**config.mk**
```make
export PLATFORM = sky130hd
export DESIGN_NAME = thread_slot_round_robin_scheduler_flat
export DESIGN_NICKNAME = d
export VERILOG_FILES = /design/src/rtl/tsrr_pkg.sv /design/src/rtl/tsrr_ifs.sv /design/src/rtl/tsrr_table.sv /design/src/rtl/thread_slot_round_robin_scheduler.sv /design/src/flat_wrapper.sv
export SDC_FILE = /design/constraint.sdc
export NUM_CORES = 1
export LEC_CHECK = 0
export BUFFER_PORTS_ARGS = -buffer_cell sky130_fd_sc_hd__buf_2
export CELL_PAD_IN_SITES_DETAIL_PLACEMENT = 1
export CELL_PAD_IN_SITES_GLOBAL_PLACEMENT = 1
export CORE_MARGIN = 2
export CORE_UTILIZATION = 34
export CTS_CLUSTER_SIZE = 24
export DETAILED_ROUTE_END_ITERATION = 8
export MAX_ROUTING_LAYER = met4
export PLACE_DENSITY = 0.65
export SYNTH_ARGS = -nofsm -noshare
export SYNTH_HDL_FRONTEND = slang
export SYNTH_SLANG_ARGS = --single-unit
```
**constraint.sdc**
```tcl
create_clock -name clk -period 9.64 [get_ports clk]
set_input_delay 0.964 -clock clk [delete_from_list [all_inputs] [get_ports clk]]
set_output_delay 0.964 -clock clk [all_outputs]
set_load 0.02 [all_outputs]
```
**src/rtl/tsrr_pkg.sv**
```systemverilog
// Package of the thread slot scheduler: codes, slot record and control structs.
// Depends on nothing; used by the table, the top level, the checker and the testbench.
package tsrr_pkg;

	localparam logic [2:0] OP_SPAWN_RUN = 3'd0;
	localparam logic [2:0] OP_SPAWN_SLP = 3'd1;
	localparam logic [2:0] OP_END       = 3'd2;
	localparam logic [2:0] OP_SET       = 3'd3;
	localparam logic [2:0] OP_SCHED     = 3'd4;

	localparam logic [1:0] TS_DEAD  = 2'd0;
	localparam logic [1:0] TS_RUN   = 2'd1;
	localparam logic [1:0] TS_SLEEP = 2'd2;

	localparam logic [1:0] STS_OK    = 2'd0;
	localparam logic [1:0] STS_FULL  = 2'd1;
	localparam logic [1:0] STS_NOID  = 2'd2;
	localparam logic [1:0] STS_NORUN = 2'd3;

	localparam logic signed [16:0] ID_NONE = 17'h1FFFF;

	typedef struct packed {
		logic [1:0]  state;
		logic [15:0] id;
		logic [16:0] parent;
	} tsrr_rec_t;

	localparam tsrr_rec_t REC_RESET = '{state: TS_DEAD, id: 16'd0, parent: ID_NONE};

	// Update request from the sequencer to the slot table.
	typedef struct packed {
		logic wr;
		logic clr;
	} tsrr_upd_t;

	// Registered read result of the slot table.
	typedef struct packed {
		logic      vld;
		tsrr_rec_t rec;
	} tsrr_rd_t;

	typedef enum logic [2:0] {
		FSM_IDLE,
		FSM_SCAN,
		FSM_CUR_RD,
		FSM_CUR_WAIT,
		FSM_FINISH
	} tsrr_fsm_t;

endpackage

```
**src/rtl/tsrr_ifs.sv**
```systemverilog
// Valid/ready channel interfaces for the request and response sides of the scheduler.
// Depends on nothing.
interface tsrr_req_if;
	logic        valid;
	logic        ready;
	logic [2:0]  operation;
	logic [15:0] thread_id;
	logic [1:0]  new_state;

	modport source (output valid, output operation, output thread_id, output new_state,
		input ready);
	modport sink (input valid, input operation, input thread_id, input new_state,
		output ready);
endinterface

interface tsrr_rsp_if;
	logic               valid;
	logic               ready;
	logic [1:0]         status;
	logic [3:0]         slot;
	logic signed [16:0] result_id;
	logic signed [16:0] parent_id;

	modport source (output valid, output status, output slot, output result_id,
		output parent_id, input ready);
	modport sink (input valid, input status, input slot, input result_id,
		input parent_id, output ready);
endinterface

```
**src/rtl/tsrr_table.sv**
```systemverilog
// Slot table of the scheduler: one-write, one-read record memory with per-slot valid bits.
// Depends on tsrr_pkg.
module tsrr_table
	import tsrr_pkg::*;
#(
	parameter int SLOT_COUNT = 16
) (
	input  logic                          clk,
	input  logic                          arst_n,
	input  logic                          rd_en,
	input  logic [$clog2(SLOT_COUNT)-1:0] rd_addr,
	input  tsrr_upd_t                     upd,
	input  logic [$clog2(SLOT_COUNT)-1:0] wr_addr,
	input  tsrr_rec_t                     wr_rec,
	output tsrr_rd_t                      rd
);

	tsrr_rec_t               mem [SLOT_COUNT];
	tsrr_rec_t               rec_s1;
	logic [SLOT_COUNT-1:0]   vld_q;
	logic                    vld_s1;

	always_ff @(posedge clk) begin
		if (upd.wr) begin
			mem[wr_addr] <= wr_rec;
		end
		if (rd_en) begin
			rec_s1 <= mem[rd_addr];
		end
	end

	// A slot that was never written, or was ended, reads as the reset record.
	always_ff @(posedge clk or negedge arst_n) begin
		if (!arst_n) begin
			vld_q  <= '0;
			vld_s1 <= 1'b0;
		end else begin
			if (upd.wr) begin
				vld_q[wr_addr] <= 1'b1;
			end else if (upd.clr) begin
				vld_q[wr_addr] <= 1'b0;
			end
			if (rd_en) begin
				vld_s1 <= vld_q[rd_addr];
			end
		end
	end

	assign rd.vld = vld_s1;
	assign rd.rec = vld_s1 ? rec_s1 : REC_RESET;

endmodule

```
**src/rtl/thread_slot_round_robin_scheduler.sv**
```systemverilog
// Top level of the thread slot round-robin scheduler: sequencer, scan logic and result register.
// Depends on tsrr_pkg, tsrr_ifs (tsrr_req_if, tsrr_rsp_if) and tsrr_table.
//
// The block keeps a table of SLOT_COUNT thread slots (state, 16-bit id, parent id), the current
// slot and a wrapping 16-bit id counter, and answers every request transfer with exactly one
// response transfer. Spawn takes the lowest dead slot, end and set-state look up the lowest slot
// holding the given id, and schedule walks the slots after the current one in circular order for
// a runnable one. All of these searches go through the table's single read port, one slot per
// cycle. The block accepts a new request while the previous response still waits in the output
// register; it only holds back the final step of the new request until that response has been
// taken. Failed lookups and a full table report slot 0 with ids of -1, and a schedule with no
// other runnable slot reports the unchanged current slot with the no-runnable status. After
// reset every slot is dead and holds no id; no clearing pass is needed because the table
// carries a valid bit per slot.
module thread_slot_round_robin_scheduler
	import tsrr_pkg::*;
#(
	parameter int SLOT_COUNT = 16
) (
	input  logic        clk,
	input  logic        arst_n,
	tsrr_req_if.sink    req,
	tsrr_rsp_if.source  rsp
);

	localparam int SW = $clog2(SLOT_COUNT);
	localparam int CW = $clog2(SLOT_COUNT + 1);
	localparam logic [SW-1:0] LAST_SLOT = SW'(SLOT_COUNT - 1);
	localparam logic [CW-1:0] LIM_ALL   = CW'(SLOT_COUNT);
	localparam logic [CW-1:0] LIM_SCHED = CW'(SLOT_COUNT - 1);

	tsrr_fsm_t state_q, state_d;

	// Latched request.
	logic [2:0]    op_q;
	logic [15:0]   tid_q;
	logic [1:0]    ns_q;

	// Scan control and the read pipeline of the table.
	logic [SW-1:0] scan_addr_q;
	logic [CW-1:0] issued_q;
	logic [CW-1:0] limit_q;
	logic          pend_s1;
	logic [SW-1:0] rd_idx_s1;

	// Result under construction and the update to apply when it is posted.
	logic [1:0]    st_q;
	logic [SW-1:0] res_idx_q;
	logic [16:0]   res_id_q;
	logic [16:0]   res_par_q;
	tsrr_rec_t     wr_rec_q;
	logic          wr_pend_q;
	logic          clr_pend_q;
	logic          cur_upd_q;
	logic          id_inc_q;

	logic [SW-1:0] cur_slot_q;
	logic [15:0]   next_id_q;

	// Output register.
	logic          rsp_valid_q;
	logic [1:0]    rsp_status_q;
	logic [3:0]    rsp_slot_q;
	logic [16:0]   rsp_id_q;
	logic [16:0]   rsp_par_q;

	logic          accept;
	logic          rd_en;
	logic [SW-1:0] rd_addr;
	logic          scan_issue;
	logic          hit;
	logic          miss;
	logic          cur_done;
	logic          fin;
	logic          match;
	logic          is_spawn;
	logic [16:0]   rd_id_of;
	logic [SW+3:0] slot_ext;
	tsrr_rd_t      rd;
	tsrr_upd_t     upd;

	function automatic logic [SW-1:0] slot_inc(input logic [SW-1:0] a);
		slot_inc = (a == LAST_SLOT) ? '0 : a + 1'b1;
	endfunction

	assign is_spawn = (op_q == OP_SPAWN_RUN) || (op_q == OP_SPAWN_SLP);
	assign rd_id_of = rd.vld ? {1'b0, rd.rec.id} : ID_NONE;
	assign accept   = req.valid && req.ready;

	// What the scan is looking for depends on the operation.
	always_comb begin
		if (is_spawn) begin
			match = (rd.rec.state == TS_DEAD);
		end else if (op_q == OP_SCHED) begin
			match = (rd.rec.state == TS_RUN);
		end else begin
			match = rd.vld && (rd.rec.id == tid_q);
		end
	end

	always_ff @(posedge clk or negedge arst_n) begin
		if (!arst_n) begin
			state_q <= FSM_IDLE;
		end else begin
			state_q <= state_d;
		end
	end

	// Sequencer: a scan issues one table read per cycle and judges the data that returns in the
	// next cycle; the cycle of a hit issues no further read, so none is left in flight.
	always_comb begin
		state_d    = state_q;
		req.ready  = 1'b0;
		rd_en      = 1'b0;
		rd_addr    = scan_addr_q;
		scan_issue = 1'b0;
		hit        = 1'b0;
		miss       = 1'b0;
		cur_done   = 1'b0;
		fin        = 1'b0;
		case (state_q)
			FSM_IDLE: begin
				req.ready = 1'b1;
				if (req.valid) begin
					if (req.operation inside {OP_SPAWN_RUN, OP_SPAWN_SLP, OP_END, OP_SET,
						OP_SCHED}) begin
						state_d = FSM_SCAN;
					end else begin
						state_d = FSM_CUR_RD;
					end
				end
			end
			FSM_SCAN: begin
				if (pend_s1 && match) begin
					hit     = 1'b1;
					state_d = is_spawn ? FSM_CUR_RD : FSM_FINISH;
				end else if (!pend_s1 && (issued_q == limit_q)) begin
					miss    = 1'b1;
					state_d = (op_q == OP_SCHED) ? FSM_CUR_RD : FSM_FINISH;
				end else if (issued_q != limit_q) begin
					rd_en      = 1'b1;
					scan_issue = 1'b1;
				end
			end
			FSM_CUR_RD: begin
				rd_en   = 1'b1;
				rd_addr = cur_slot_q;
				state_d = FSM_CUR_WAIT;
			end
			FSM_CUR_WAIT: begin
				cur_done = 1'b1;
				state_d  = FSM_FINISH;
			end
			FSM_FINISH: begin
				if (!rsp_valid_q || rsp.ready) begin
					fin     = 1'b1;
					state_d = FSM_IDLE;
				end
			end
			default: begin
				state_d = FSM_IDLE;
			end
		endcase
	end

	// Control state.
	always_ff @(posedge clk or negedge arst_n) begin
		if (!arst_n) begin
			pend_s1     <= 1'b0;
			wr_pend_q   <= 1'b0;
			clr_pend_q  <= 1'b0;
			cur_upd_q   <= 1'b0;
			id_inc_q    <= 1'b0;
			cur_slot_q  <= '0;
			next_id_q   <= '0;
			rsp_valid_q <= 1'b0;
		end else begin
			pend_s1 <= rd_en;
			if (hit) begin
				id_inc_q   <= is_spawn;
				wr_pend_q  <= is_spawn || ((op_q == OP_SET) && (ns_q <= TS_SLEEP));
				clr_pend_q <= (op_q == OP_END);
				cur_upd_q  <= (op_q == OP_SCHED);
			end
			if (fin) begin
				wr_pend_q   <= 1'b0;
				clr_pend_q  <= 1'b0;
				cur_upd_q   <= 1'b0;
				id_inc_q    <= 1'b0;
				rsp_valid_q <= 1'b1;
				if (cur_upd_q) begin
					cur_slot_q <= res_idx_q;
				end
				if (id_inc_q) begin
					next_id_q <= next_id_q + 1'b1;
				end
			end else if (rsp.ready) begin
				rsp_valid_q <= 1'b0;
			end
		end
	end

	assign slot_ext = {4'b0000, res_idx_q};

	// Payload registers.
	always_ff @(posedge clk) begin
		rd_idx_s1 <= rd_addr;
		if (accept) begin
			op_q        <= req.operation;
			tid_q       <= req.thread_id;
			ns_q        <= req.new_state;
			scan_addr_q <= (req.operation == OP_SCHED) ? slot_inc(cur_slot_q) : '0;
			issued_q    <= '0;
			limit_q     <= (req.operation == OP_SCHED) ? LIM_SCHED : LIM_ALL;
			st_q        <= STS_OK;
		end
		if (scan_issue) begin
			scan_addr_q <= slot_inc(scan_addr_q);
			issued_q    <= issued_q + 1'b1;
		end
		if (hit) begin
			res_idx_q <= rd_idx_s1;
			if (is_spawn) begin
				wr_rec_q.state <= (op_q == OP_SPAWN_RUN) ? TS_RUN : TS_SLEEP;
				wr_rec_q.id    <= next_id_q;
				res_id_q       <= {1'b0, next_id_q};
			end else begin
				wr_rec_q.state  <= ns_q;
				wr_rec_q.id     <= rd.rec.id;
				wr_rec_q.parent <= rd.rec.parent;
				res_id_q        <= rd_id_of;
				res_par_q       <= rd.rec.parent;
			end
		end
		if (miss) begin
			res_idx_q <= '0;
			res_id_q  <= ID_NONE;
			res_par_q <= ID_NONE;
			if (is_spawn) begin
				st_q <= STS_FULL;
			end else if (op_q == OP_SCHED) begin
				st_q <= STS_NORUN;
			end else begin
				st_q <= STS_NOID;
			end
		end
		if (cur_done) begin
			if (is_spawn) begin
				// The new thread's parent is whatever id the current slot holds.
				wr_rec_q.parent <= rd_id_of;
				res_par_q       <= rd_id_of;
			end else begin
				res_idx_q <= rd_idx_s1;
				res_id_q  <= rd_id_of;
				res_par_q <= rd.rec.parent;
			end
		end
		if (fin) begin
			rsp_status_q <= st_q;
			rsp_slot_q   <= slot_ext[3:0];
			rsp_id_q     <= res_id_q;
			rsp_par_q    <= res_par_q;
		end
	end

	assign upd.wr  = fin && wr_pend_q;
	assign upd.clr = fin && clr_pend_q;

	tsrr_table #(
		.SLOT_COUNT (SLOT_COUNT)
	) u_table (
		.clk     (clk),
		.arst_n  (arst_n),
		.rd_en   (rd_en),
		.rd_addr (rd_addr),
		.upd     (upd),
		.wr_addr (res_idx_q),
		.wr_rec  (wr_rec_q),
		.rd      (rd)
	);

	assign rsp.valid     = rsp_valid_q;
	assign rsp.status    = rsp_status_q;
	assign rsp.slot      = rsp_slot_q;
	assign rsp.result_id = rsp_id_q;
	assign rsp.parent_id = rsp_par_q;

endmodule

```
**src/flat_wrapper.sv**
```systemverilog
// flat-port wrapper written by rule: the top's interface ports become plain ports
module thread_slot_round_robin_scheduler_flat import tsrr_pkg::*;
#(
	parameter int SLOT_COUNT = 16
)
  (clk, arst_n, req_valid, req_operation, req_thread_id, req_new_state, req_ready, rsp_valid, rsp_status, rsp_slot, rsp_result_id, rsp_parent_id, rsp_ready);
  tsrr_req_if req_i ();
  tsrr_rsp_if rsp_i ();
  input  logic clk;
  input  logic arst_n;
  input wire logic [$bits(req_i.valid)-1:0] req_valid;
  input wire logic [$bits(req_i.operation)-1:0] req_operation;
  input wire logic [$bits(req_i.thread_id)-1:0] req_thread_id;
  input wire logic [$bits(req_i.new_state)-1:0] req_new_state;
  output wire logic [$bits(req_i.ready)-1:0] req_ready;
  output wire logic [$bits(rsp_i.valid)-1:0] rsp_valid;
  output wire logic [$bits(rsp_i.status)-1:0] rsp_status;
  output wire logic [$bits(rsp_i.slot)-1:0] rsp_slot;
  output wire logic [$bits(rsp_i.result_id)-1:0] rsp_result_id;
  output wire logic [$bits(rsp_i.parent_id)-1:0] rsp_parent_id;
  input wire logic [$bits(rsp_i.ready)-1:0] rsp_ready;
  assign req_i.valid = req_valid;
  assign req_i.operation = req_operation;
  assign req_i.thread_id = req_thread_id;
  assign req_i.new_state = req_new_state;
  assign req_ready = req_i.ready;
  assign rsp_valid = rsp_i.valid;
  assign rsp_status = rsp_i.status;
  assign rsp_slot = rsp_i.slot;
  assign rsp_result_id = rsp_i.result_id;
  assign rsp_parent_id = rsp_i.parent_id;
  assign rsp_i.ready = rsp_ready;
  thread_slot_round_robin_scheduler #(.SLOT_COUNT(SLOT_COUNT)) u_core (.clk(clk), .arst_n(arst_n), .req(req_i), .rsp(rsp_i));
endmodule
```
==> run_results.csv, run 1 <==
group,metric,value,unit
global_route,gr-total-overflow,0,
setup_path,cp-start-kind,"register",
setup_path,cp_common_cell,"a311oi_1",
floorplanning,core,91500,µm²
timing,rsz0062_at_grt,"no",
setup_path,end_kind,"register",
global_route,first_global_vias,20753,
placed_design,placed_area,33000,µm²
global_route,antenna_found_initial,0,
power,ir_drop,290,µV
clock_tree,ctsResizeCount,0,
routing,wl_met1,38800,µm
final_layout,fin_area,35800,µm²
placed_design,place_hpwl,48300,µm
final_layout,diodes,0,
timing,final-max-slew-violation-count,0,
timing,fmax,0.214,GHz
floorplanning,rows,111,
logic_synthesis,synth-main-ff-cell,"edfxtp_1",
clock_tree,cts_setup_buffers,0,
timing,relSlewSlack,0.227,
clock_tree,clk_pin_slew,0.07,ns
logic_synthesis,synth_commonest_cells,"edfxtp_1, nand2_1, nand3_1",
routing,highest_layer,"met4",
routing,viasPerCell,5.44,
timing,fin_crit_sh,0.485,
routing,wl_per_cell,24.0,µm
routing,drc,0,
timing,skew,0.0185,ns
routing,dr.first_iter.drc_count,1612,
setup_path,crit_type,"reg -> reg",
clock_tree,htreeDepth,3,
logic_synthesis,synth.cell_area,31400,µm²
placed_design,port_buffers,66,
logic_synthesis,synth_most_common_cell,"edfxtp_1",
logic_synthesis,synth_largest_type_area_fraction,0.674,
timing,setup_tns,0,ns
routing,wl_met3,4810,µm
logic_synthesis,synth_area_leaders,"edfxtp_1, nand2_1, nand3_1",
placed_design,gp_congestion,0.831,
final_layout,drive_above_1_share,0.110,
clock_tree,cts.sink_count,792,
global_route,grt_first_pass_wirelength,133000,µm
hold_path,hold_path_class,"reg -> reg",
final_layout,areaGrowthSynthToFinish,14.3,%
routing,num_vias,20185,
routing,drtPass1Iterations,7,
clock_tree,holdBufCountCts,0,
logic_synthesis,synth_cell_types,62,
logic_synthesis,seq_area_frac_synth,0.738,
logic_synthesis,synthCells,2423,
routing,dr_wl_met2,42800,µm
floorplanning,die_area,94700,µm²
logic_synthesis,ys_seq_elements,792,
setup_path,crit_required,9.96,ns
timing,finalCriticalPeriod,4.68,ns
power,powerDensity,316,nW/µm²
routing,drtAntennaViolNets,0,
flow_run,maxCapViolations,0,
floorplanning,dieHeight,308,µm
logic_synthesis,syn_area_per_cell,12.9,µm²
setup_path,critPathMaxStageDelay,0.66,ns
floorplanning,io_pins,67,
final_layout,nets,2490,
setup_path,cp_data_arrival_time,5.00,ns
power,cellLeakagePower,12.4,nW
clock_tree,numCtsBuffers,80,
setup_path,crit_chain,"nor3b_4 -> mux2i_4 -> buf_12 -> inv_8 -> buf_4 -> nand2_1 -> and3_1 -> a311oi_1 -> a311oi_1 -> a31oi_1",
timing,hold_violations,0,
clock_tree,clk_latency,0.64,ns
logic_synthesis,async_flop_share,0.0581,
outcome,status,"completed",
global_route,grt_usage,0.192,
logic_synthesis,yosys.area.top_type,"edfxtp_1",
clock_tree,cts_root_buffer,"clkbuf_16",
setup_path,cp_slowest_cell,"buf_12",
timing,setup_viol,0,
timing,tightest_slew,1.15,ns
floorplanning,die_x,308,µm
floorplanning,initial_core_util,0.343,
global_route,grt_max_degree,195,
logic_synthesis,synth_enable_flop_cells,704,
logic_synthesis,ys_warn_count,0,
logic_synthesis,syn-num-nets,2452,
setup_path,path_max_fanout,194,
clock_tree,cts.path.max_buffers,3,
routing,routed_wl,89000,µm
clock_tree,cts_tree,"yes",
layer usage:
layer	up-vias	track usage
li1	8984	-
met1	10449	0.251
met2	627	0.310
met3	125	0.0229
met4	0	0.0686
met5	-	-
metrics by stage:
stage	utilization	hold slack (ns)	power [mW]	setup slack [ns]	std cells
2_1_floorplan	-	0.400	6.86	5.06	2423
3_3_place_gp	0.361	0.401	7.90	5.25	3565
3_5_place_dp	0.361	0.409	8.02	5.04	3565
4_1_cts	0.392	0.422	11.4	5.00	3712
5_1_grt	0.392	0.425	11.9	4.73	3712
6_report	0.392	0.421	11.3	4.96	3712
flip-flops by register name, indices dropped and copies added, names as in the netlist, 2 cells and up, named ones only:
signal	count
u_core.u_table.mem	560
u_core.u_table.rec_s1	35
u_core.wr_rec_q	35
u_core.res_id_q	17
u_core.res_par_q	17
u_core.rsp.parent_id	17
u_core.rsp.result_id	17
u_core.next_id_q	16
u_core.tid_q	16
u_core.issued_q	5
u_core.cur_slot_q	4
u_core.rd_idx_s1	4
u_core.res_idx_q	4
u_core.rsp.slot	4
u_core.scan_addr_q	4
u_core.op_q	3
u_core.state_q	3
u_core.limit_q	2
u_core.ns_q	2
u_core.rsp.status	2
u_core.st_q	2
power by group:
| group | internal (mW) | total, mW | switching (mW) |
|---|---|---|---|
| clock network | 2.03 | 3.36 | 1.33 |
| logic | 0.933 | 3.15 | 2.22 |
| registers | 4.36 | 4.83 | 0.469 |
worst max-delay path, delay by kind of cell, from the launching register on:
kind | cells | cell delay, ns
muxes | 1 | 0.35
DFF | 1 | 0.56
and+or+nand+nor | 3 | 0.96
buffers and inverters | 3 | 1.74
AOI/OAI and AO/OA | 3 | 0.52
cells by family (layout without fill, tap and decap cells):
kind of cell    Yosys count  after routing  share of synthesized area
xor+xnor                 28             28                    0.00782
buf+inv                 169            272                     0.0229
mux                      21             21                    0.00738
compound gates          274            274                     0.0639
fa+ha+maj                 4              4                    0.00160
flops                   792            792                      0.738
simple gates           1135           1135                      0.159
cell usage in the layout (no fill, tap or decap), types with 10 or more instances in the layout:
cell type | netlist | final
a32oi_1 | 16 | 16
bufinv_16 | 0 | 17
and3_1 | 41 | 41
nand4_1 | 10 | 10
a31oi_1 | 38 | 38
buf_4 | 6 | 34
a311oi_1 | 74 | 74
nand3_1 | 304 | 304
nor2b_1 | 17 | 17
xnor2_1 | 20 | 20
dfxtp_1 | 42 | 42
clkinv_1 | 0 | 19
nor2_4 | 0 | 17
dfrtp_1 | 46 | 46
clkbuf_16 | 0 | 83
nor2_1 | 41 | 24
o21a_1 | 17 | 17
o21ai_0 | 71 | 71
buf_2 | 48 | 66
nand2b_1 | 23 | 23
clkinv_2 | 1 | 10
nand2_1 | 671 | 671
inv_1 | 21 | 18
edfxtp_1 | 704 | 704
worst paths after layout:
kind | startpoint | to | slack, ns | cells after the start
min in group asynchronous | arst_n | u_core.next_id_q[5] | 0.46 | 2
max in group asynchronous | arst_n | async pin | 8.71 | 2
worst min register to register | u_core.st_q[0] | u_core.rsp.status[0] | 0.42 | 0
worst min-delay path | u_core.st_q[0] | u_core.rsp.status[0] | 0.42 | 0
worst max-delay path | u_core.state_q[1] | u_core.u_table.rec_s1[22] | 4.96 | 10
worst max register to register | u_core.state_q[1] | u_core.u_table.rec_s1[22] | 4.96 | 10
layout make-up:
class | count | area [µm²]
Fill cell | 9479 | 55700
Inverter | 23 | 96.3
Clock buffer | 92 | 2120
Tap cell | 1186 | 1480
Sequential cell | 792 | 23100
Multi-Input combinational cell | 1462 | 7680
Timing Repair Buffer | 102 | 626
Clock inverter | 55 | 702
No activity file was read; power rests on OpenSTA's default activity.
==> inputs of run 2 (changes only) <==
--- a/config.mk
+++ b/config.mk
@@ -13,7 +13,7 @@
 export CTS_CLUSTER_SIZE = 24
 export DETAILED_ROUTE_END_ITERATION = 8
 export MAX_ROUTING_LAYER = met4
-export PLACE_DENSITY = 0.65
+export PLACE_DENSITY = 0.67
 export SYNTH_ARGS = -nofsm -noshare
 export SYNTH_HDL_FRONTEND = slang
 export SYNTH_SLANG_ARGS = --single-unit
==> constraint.sdc (replaced) <==
create_clock -name clk -period 4 [get_ports clk]
set_input_delay 0.4 -clock clk [delete_from_list [all_inputs] [get_ports clk]]
set_output_delay 0.4 -clock clk [all_outputs]
set_load 0.02 [all_outputs]
==> run_results.csv, run 2 (same netlist as run 1, synthesis figures left out) <==
group,metric,value,unit
outcome,status,"completed",
placed_design,place_hpwl,52700,µm
global_route,grt_max_degree,117,
power,internal-power,17.3,mW
hold_path,hp-start,"req_operation[2]",
routing,wl_per_cell,24.3,µm
routing,drtAntennaViolNets,0,
routing,num_vias,20483,
power,combPwrFrac,0.291,
placed_design,port_buffers,66,
clock_tree,numCtsBuffers,80,
final_layout,nets,2534,
global_route,grt_usage,0.198,
global_route,first_global_vias,21175,
power,pwr-share-seq,0.432,
timing,setup_viol,0,
routing,dr.first_iter.drc_count,1667,
setup_path,crit_start,"u_core.state_q[1]",
final_layout,finalNonFillerCells,3755,
floorplanning,core,91500,µm²
floorplanning,rows,111,
power,powerDensity,746,nW/µm²
routing,drtPass1Iterations,5,
clock_tree,htreeDepth,3,
final_layout,reg.largest.list,"u_core.u_table.mem: 560 flops, u_core.u_table.rec_s1: 35 flops, u_core.wr_rec_q: 35 flops",
clock_tree,cts.sink_count,792,
power,power_switching_share,0.360,
power,netSwitchingPower,9.75,mW
setup_path,reg2reg_to,"u_core.u_table.rec_s1[9]",
floorplanning,dieHeight,308,µm
setup_path,crit_type,"reg -> reg",
setup_path,crit_required,4.46,ns
flow_run,maxCapViolations,0,
final_layout,largest_reg_flops,560,
setup_path,end_kind,"register",
final_layout,areaGrowthSynthToFinish,15.7,%
power,total_power,27.1,mW
setup_path,cp_data_arrival_time,4.04,ns
setup_path,path_max_fanout,87,
hold_path,hold_path_class,"in -> reg",
timing,relSlewSlack,0.169,
timing,final-max-slew-violation-count,0,
routing,routed_wl,91300,µm
final_layout,layout_common_cells,"edfxtp_1, nand2_1, nand3_1",
floorplanning,die_area,94700,µm²
final_layout,top_register,"u_core.u_table.mem",
clock_tree,cts_root_buffer,"clkbuf_16",
setup_path,reg2reg_from,"u_core.state_q[1]",
routing,viasPerCell,5.45,
placed_design,place_inst,3588,
clock_tree,clk_pin_slew,0.06,ns
floorplanning,initial_core_util,0.343,
floorplanning,io_pins,67,
global_route,grt_first_pass_wirelength,136000,µm
floorplanning,die_x,308,µm
timing,rsz0062_at_grt,"no",
setup_path,ff2ff_path_depth,9,
global_route,antenna_found_initial,2,
setup_path,reg2reg_setup_slack,0.42,ns
final_layout,fin_area,36300,µm²
setup_path,setup.worst_path.end,"u_core.u_table.rec_s1[9]",
timing,tightest_slew,1.24,ns
timing,fmax,0.279,GHz
clock_tree,cts.path.max_buffers,3,
routing,drc,0,
placed_design,gp_congestion,0.841,
power,ir_drop,559,µV
timing,hold_violations,0,
global_route,gr-total-overflow,0,
setup_path,cp-start-kind,"register",
clock_tree,cts_setup_buffers,0,
placed_design,placed_area,33500,µm²
final_layout,diodes,0,
final_layout,final_common_cell,"edfxtp_1",
timing,fin_crit_sh,0.895,
power,clock_power_share,0.276,
clock_tree,cts_tree,"yes",
final_layout,drive_above_1_share,0.112,
timing,skew,0.0211,ns
timing,finalCriticalPeriod,3.58,ns
clock_tree,clk_latency,0.64,ns
power,cellLeakagePower,12.5,nW
run 2: metrics by stage:
| step | setup WS, ns | TNS (ns) | utilization | hold slack [ns] |
|---|---|---|---|---|
| 3_5_place_dp | 0.379 | 0 | 0.366 | 0.370 |
| 2_1_floorplan | -0.173 | -24.20 | - | 0.104 |
| 3_3_place_gp | 0.520 | 0 | 0.366 | 0.356 |
| 4_1_cts | 0.411 | 0 | 0.397 | 0.00267 |
| 6_report | 0.418 | 0 | 0.397 | 0.0570 |
| 5_1_grt | 0.142 | 0 | 0.397 | 0.0371 |
run 2: how the worst min path moves through the flow:
stage / end / slack (ns) / depth (start not counted)
2_1_floorplan: async pin / 0.10 / 0
3_3_place_gp: u_core.next_id_q[15] / 0.36 / 1
3_5_place_dp: u_core.next_id_q[15] / 0.37 / 1
4_1_cts: u_core.op_q[2] / 0.003 / 1
5_1_grt: u_core.op_q[2] / 0.04 / 1
6_report: u_core.op_q[2] / 0.06 / 1
run 2: power by group through the flow:
stage               Combinational (mW)  Clock [mW]  Sequential, mW
floorplan                         5.27           0            11.3
global placement                  7.59           0            11.7
detailed placement                7.85           0            11.8
CTS                               7.93        7.62            11.7
global route                      8.69        7.91            11.8
finish                            7.89        7.48            11.7
run 2: critical path, cell delays in order, from the launching register on:
cell,delay (ns)
dfrtp_1,0.55
nor3b_4,0.60
mux2i_4,0.48
buf_12,0.41
buf_4,0.46
nand2_1,0.11
and3_1,0.18
a311oi_1,0.27
a311oi_1,0.08
a31oi_1,0.21
run 2: layer usage:
metal  part of all wire  vias up  track usage
met5                  0        -            -
met3              0.053      157       0.0255
li1                   -     9070            -
met4              0.032        0       0.0721
met2               0.48      668        0.319
met1               0.43    10588        0.256
run 2: timing repair:
| action | in CTS | in global routing |
|---|---|---|
| gates resized for setup | 0 | 0 |
| hold buffers | 21 | 0 |
| hold endpoints to repair | 36 | 0 |
run 2: area by class of cell:
cell class                      count  area [µm²]
Clock buffer                      112        2240
Clock inverter                     34         350
Fill cell                        9502       55200
Inverter                           23        96.3
Multi-Input combinational cell   1462        7680
Sequential cell                   792       23100
Tap cell                         1186        1480
Timing Repair Buffer              146        1310
==> inputs of run 3 (changes only) <==
==> constraint.sdc (replaced) <==
create_clock -name clk -period 4 [get_ports clk]
set_input_delay 0.6 -clock clk [delete_from_list [all_inputs] [get_ports clk]]
set_output_delay 0.6 -clock clk [all_outputs]
set_load 0.02 [all_outputs]
==> run_results.csv, run 3 (same netlist as run 1, synthesis figures left out) <==
group,metric,value,unit
floorplanning,initial_core_util,0.343,
final_layout,top_register,"u_core.u_table.mem",
final_layout,reg.largest.list,"u_core.u_table.mem: 560 flops, u_core.u_table.rec_s1: 35 flops, u_core.wr_rec_q: 35 flops",
setup_path,crit_start,"u_core.state_q[1]",
routing,drc,0,
global_route,grt_max_degree,131,
final_layout,final_common_cell,"edfxtp_1",
power,powerDensity,756,nW/µm²
clock_tree,clk_latency,0.65,ns
setup_path,crit_required,4.34,ns
floorplanning,io_pins,67,
hold_path,hold_path_class,"in -> reg",
timing,fmax,0.262,GHz
global_route,antenna_found_initial,4,
floorplanning,dieHeight,308,µm
power,ir_drop,636,µV
routing,dr.first_iter.drc_count,1940,
timing,setup_tns,0,ns
clock_tree,cts_root_buffer,"clkbuf_16",
setup_path,reg2reg_from,"u_core.state_q[1]",
final_layout,nFillCells,9509,
setup_path,path_max_fanout,130,
timing,fin_crit_sh,0.953,
clock_tree,cts.sink_count,792,
setup_path,end_kind,"register",
global_route,grt_usage,0.197,
timing,setup_viol,0,
setup_path,crit_chain,"nor3b_4 -> buf_4 -> mux2i_4 -> buf_12 -> nand2_1 -> and3_1 -> a311oi_1 -> a311oi_1 -> a31oi_1",
setup_path,cp_data_arrival_time,4.16,ns
timing,tightest_slew,1.20,ns
timing,final-max-slew-violation-count,0,
clock_tree,ctsResizeCount,0,
floorplanning,rows,111,
global_route,first_global_vias,20717,
power,total_power,27.3,mW
routing,wl_per_cell,24.5,µm
global_route,grt_first_pass_wirelength,136000,µm
clock_tree,cts_tree,"yes",
clock_tree,clk_pin_slew,0.07,ns
timing,skew,0.0317,ns
routing,drtAntennaViolNets,0,
timing,hold_violations,0,
floorplanning,core,91500,µm²
floorplanning,die_area,94700,µm²
clock_tree,htreeDepth,3,
timing,relSlewSlack,0.197,
placed_design,place_hpwl,51800,µm
routing,routed_wl,91500,µm
timing,worst_slack,0.186,ns
final_layout,largest_reg_flops,560,
setup_path,cp_common_cell,"a311oi_1",
routing,num_vias,20303,
final_layout,diodes,0,
placed_design,place_inst,3592,
hold_path,hp-start,"req_thread_id[12]",
clock_tree,cts.path.max_buffers,3,
setup_path,crit_type,"reg -> reg",
final_layout,finalNonFillerCells,3740,
power,cellLeakagePower,12.5,nW
flow_run,maxCapViolations,0,
floorplanning,die_x,308,µm
final_layout,nets,2517,
final_layout,drive_above_1_share,0.118,
placed_design,port_buffers,66,
setup_path,cp-start-kind,"register",
setup_path,critPathMaxStageDelay,0.58,ns
clock_tree,numCtsBuffers,80,
setup_path,cp_slowest_cell,"dfrtp_1",
placed_design,gp_congestion,0.902,
timing,rsz0062_at_grt,"no",
final_layout,layout_common_cells,"edfxtp_1, nand2_1, nand3_1",
outcome,status,"completed",
timing,finalCriticalPeriod,3.81,ns
routing,drtPass1Iterations,5,
clock_tree,cts_setup_buffers,0,
placed_design,dp_worst_setup_slack,0.400,ns
global_route,gr-total-overflow,0,
routing,viasPerCell,5.43,
final_layout,areaGrowthSynthToFinish,15.1,%
clock_tree,holdBufCountCts,0,
[run 3: stage by stage]
step	hold slack [ns]	utilization	instance area [µm²]
final	0.132	0.394	36100
after global routing	0.117	0.394	36100
after CTS	0.0947	0.394	36100
after detailed placement	0.406	0.366	33500
after global placement	0.406	0.366	33500
after floorplan	0.304	-	31400
[run 3: critical path: cells and delay by family (launching register included)]
family	cells	cell delay, ns
AND/OR/NAND/NOR	3	0.54
flip-flops	1	0.58
multiplexers	1	0.48
buffers and inverters	2	0.64
AO/OA/AOI/OAI	3	0.99
[run 3: path summary, 6_finish.rpt]
kind | slack (ns) | endpoint | cells after the start
min reg2reg | 0.42 | u_core.rsp.parent_id[9] | 0
min in group asynchronous | 0.19 | u_core.next_id_q[8] | 1
max reg2reg | 0.19 | u_core.u_table.rec_s1[26] | 9
max | 0.19 | u_core.u_table.rec_s1[26] | 9
max in group asynchronous | 3.04 | async pin | 1
min | 0.13 | u_core.tid_q[12] | 1
[run 3: final cells by class]
type | instances | area (µm²) | share of cell area
repair buffers | 129 | 1080 | 0.0299
inverters | 23 | 96.3 | 0.00267
flip-flops and latches | 792 | 23100 | 0.641
well taps | 1186 | 1480 | 0.0411
clock buffers | 103 | 2180 | 0.0605
multi-input cells | 1462 | 7680 | 0.213
clock inverters | 45 | 435 | 0.0121
[run 3: report_power, final]
| part | leakage (nW) | internal [mW] | switching (mW) |
|---|---|---|---|
| registers | 7.32 | 10.5 | 1.18 |
| clock network | 1.28 | 4.38 | 3.21 |
| logic | 3.87 | 2.43 | 5.60 |
[run 3: routing by layer]
layer / GRT usage / up-vias / share of wire
li1: - / 9026 / -
met1: 0.257 / 10401 / 0.43
met2: 0.314 / 711 / 0.48
met3: 0.0224 / 165 / 0.059
met4: 0.0779 / 0 / 0.036
met5: - / - / 0
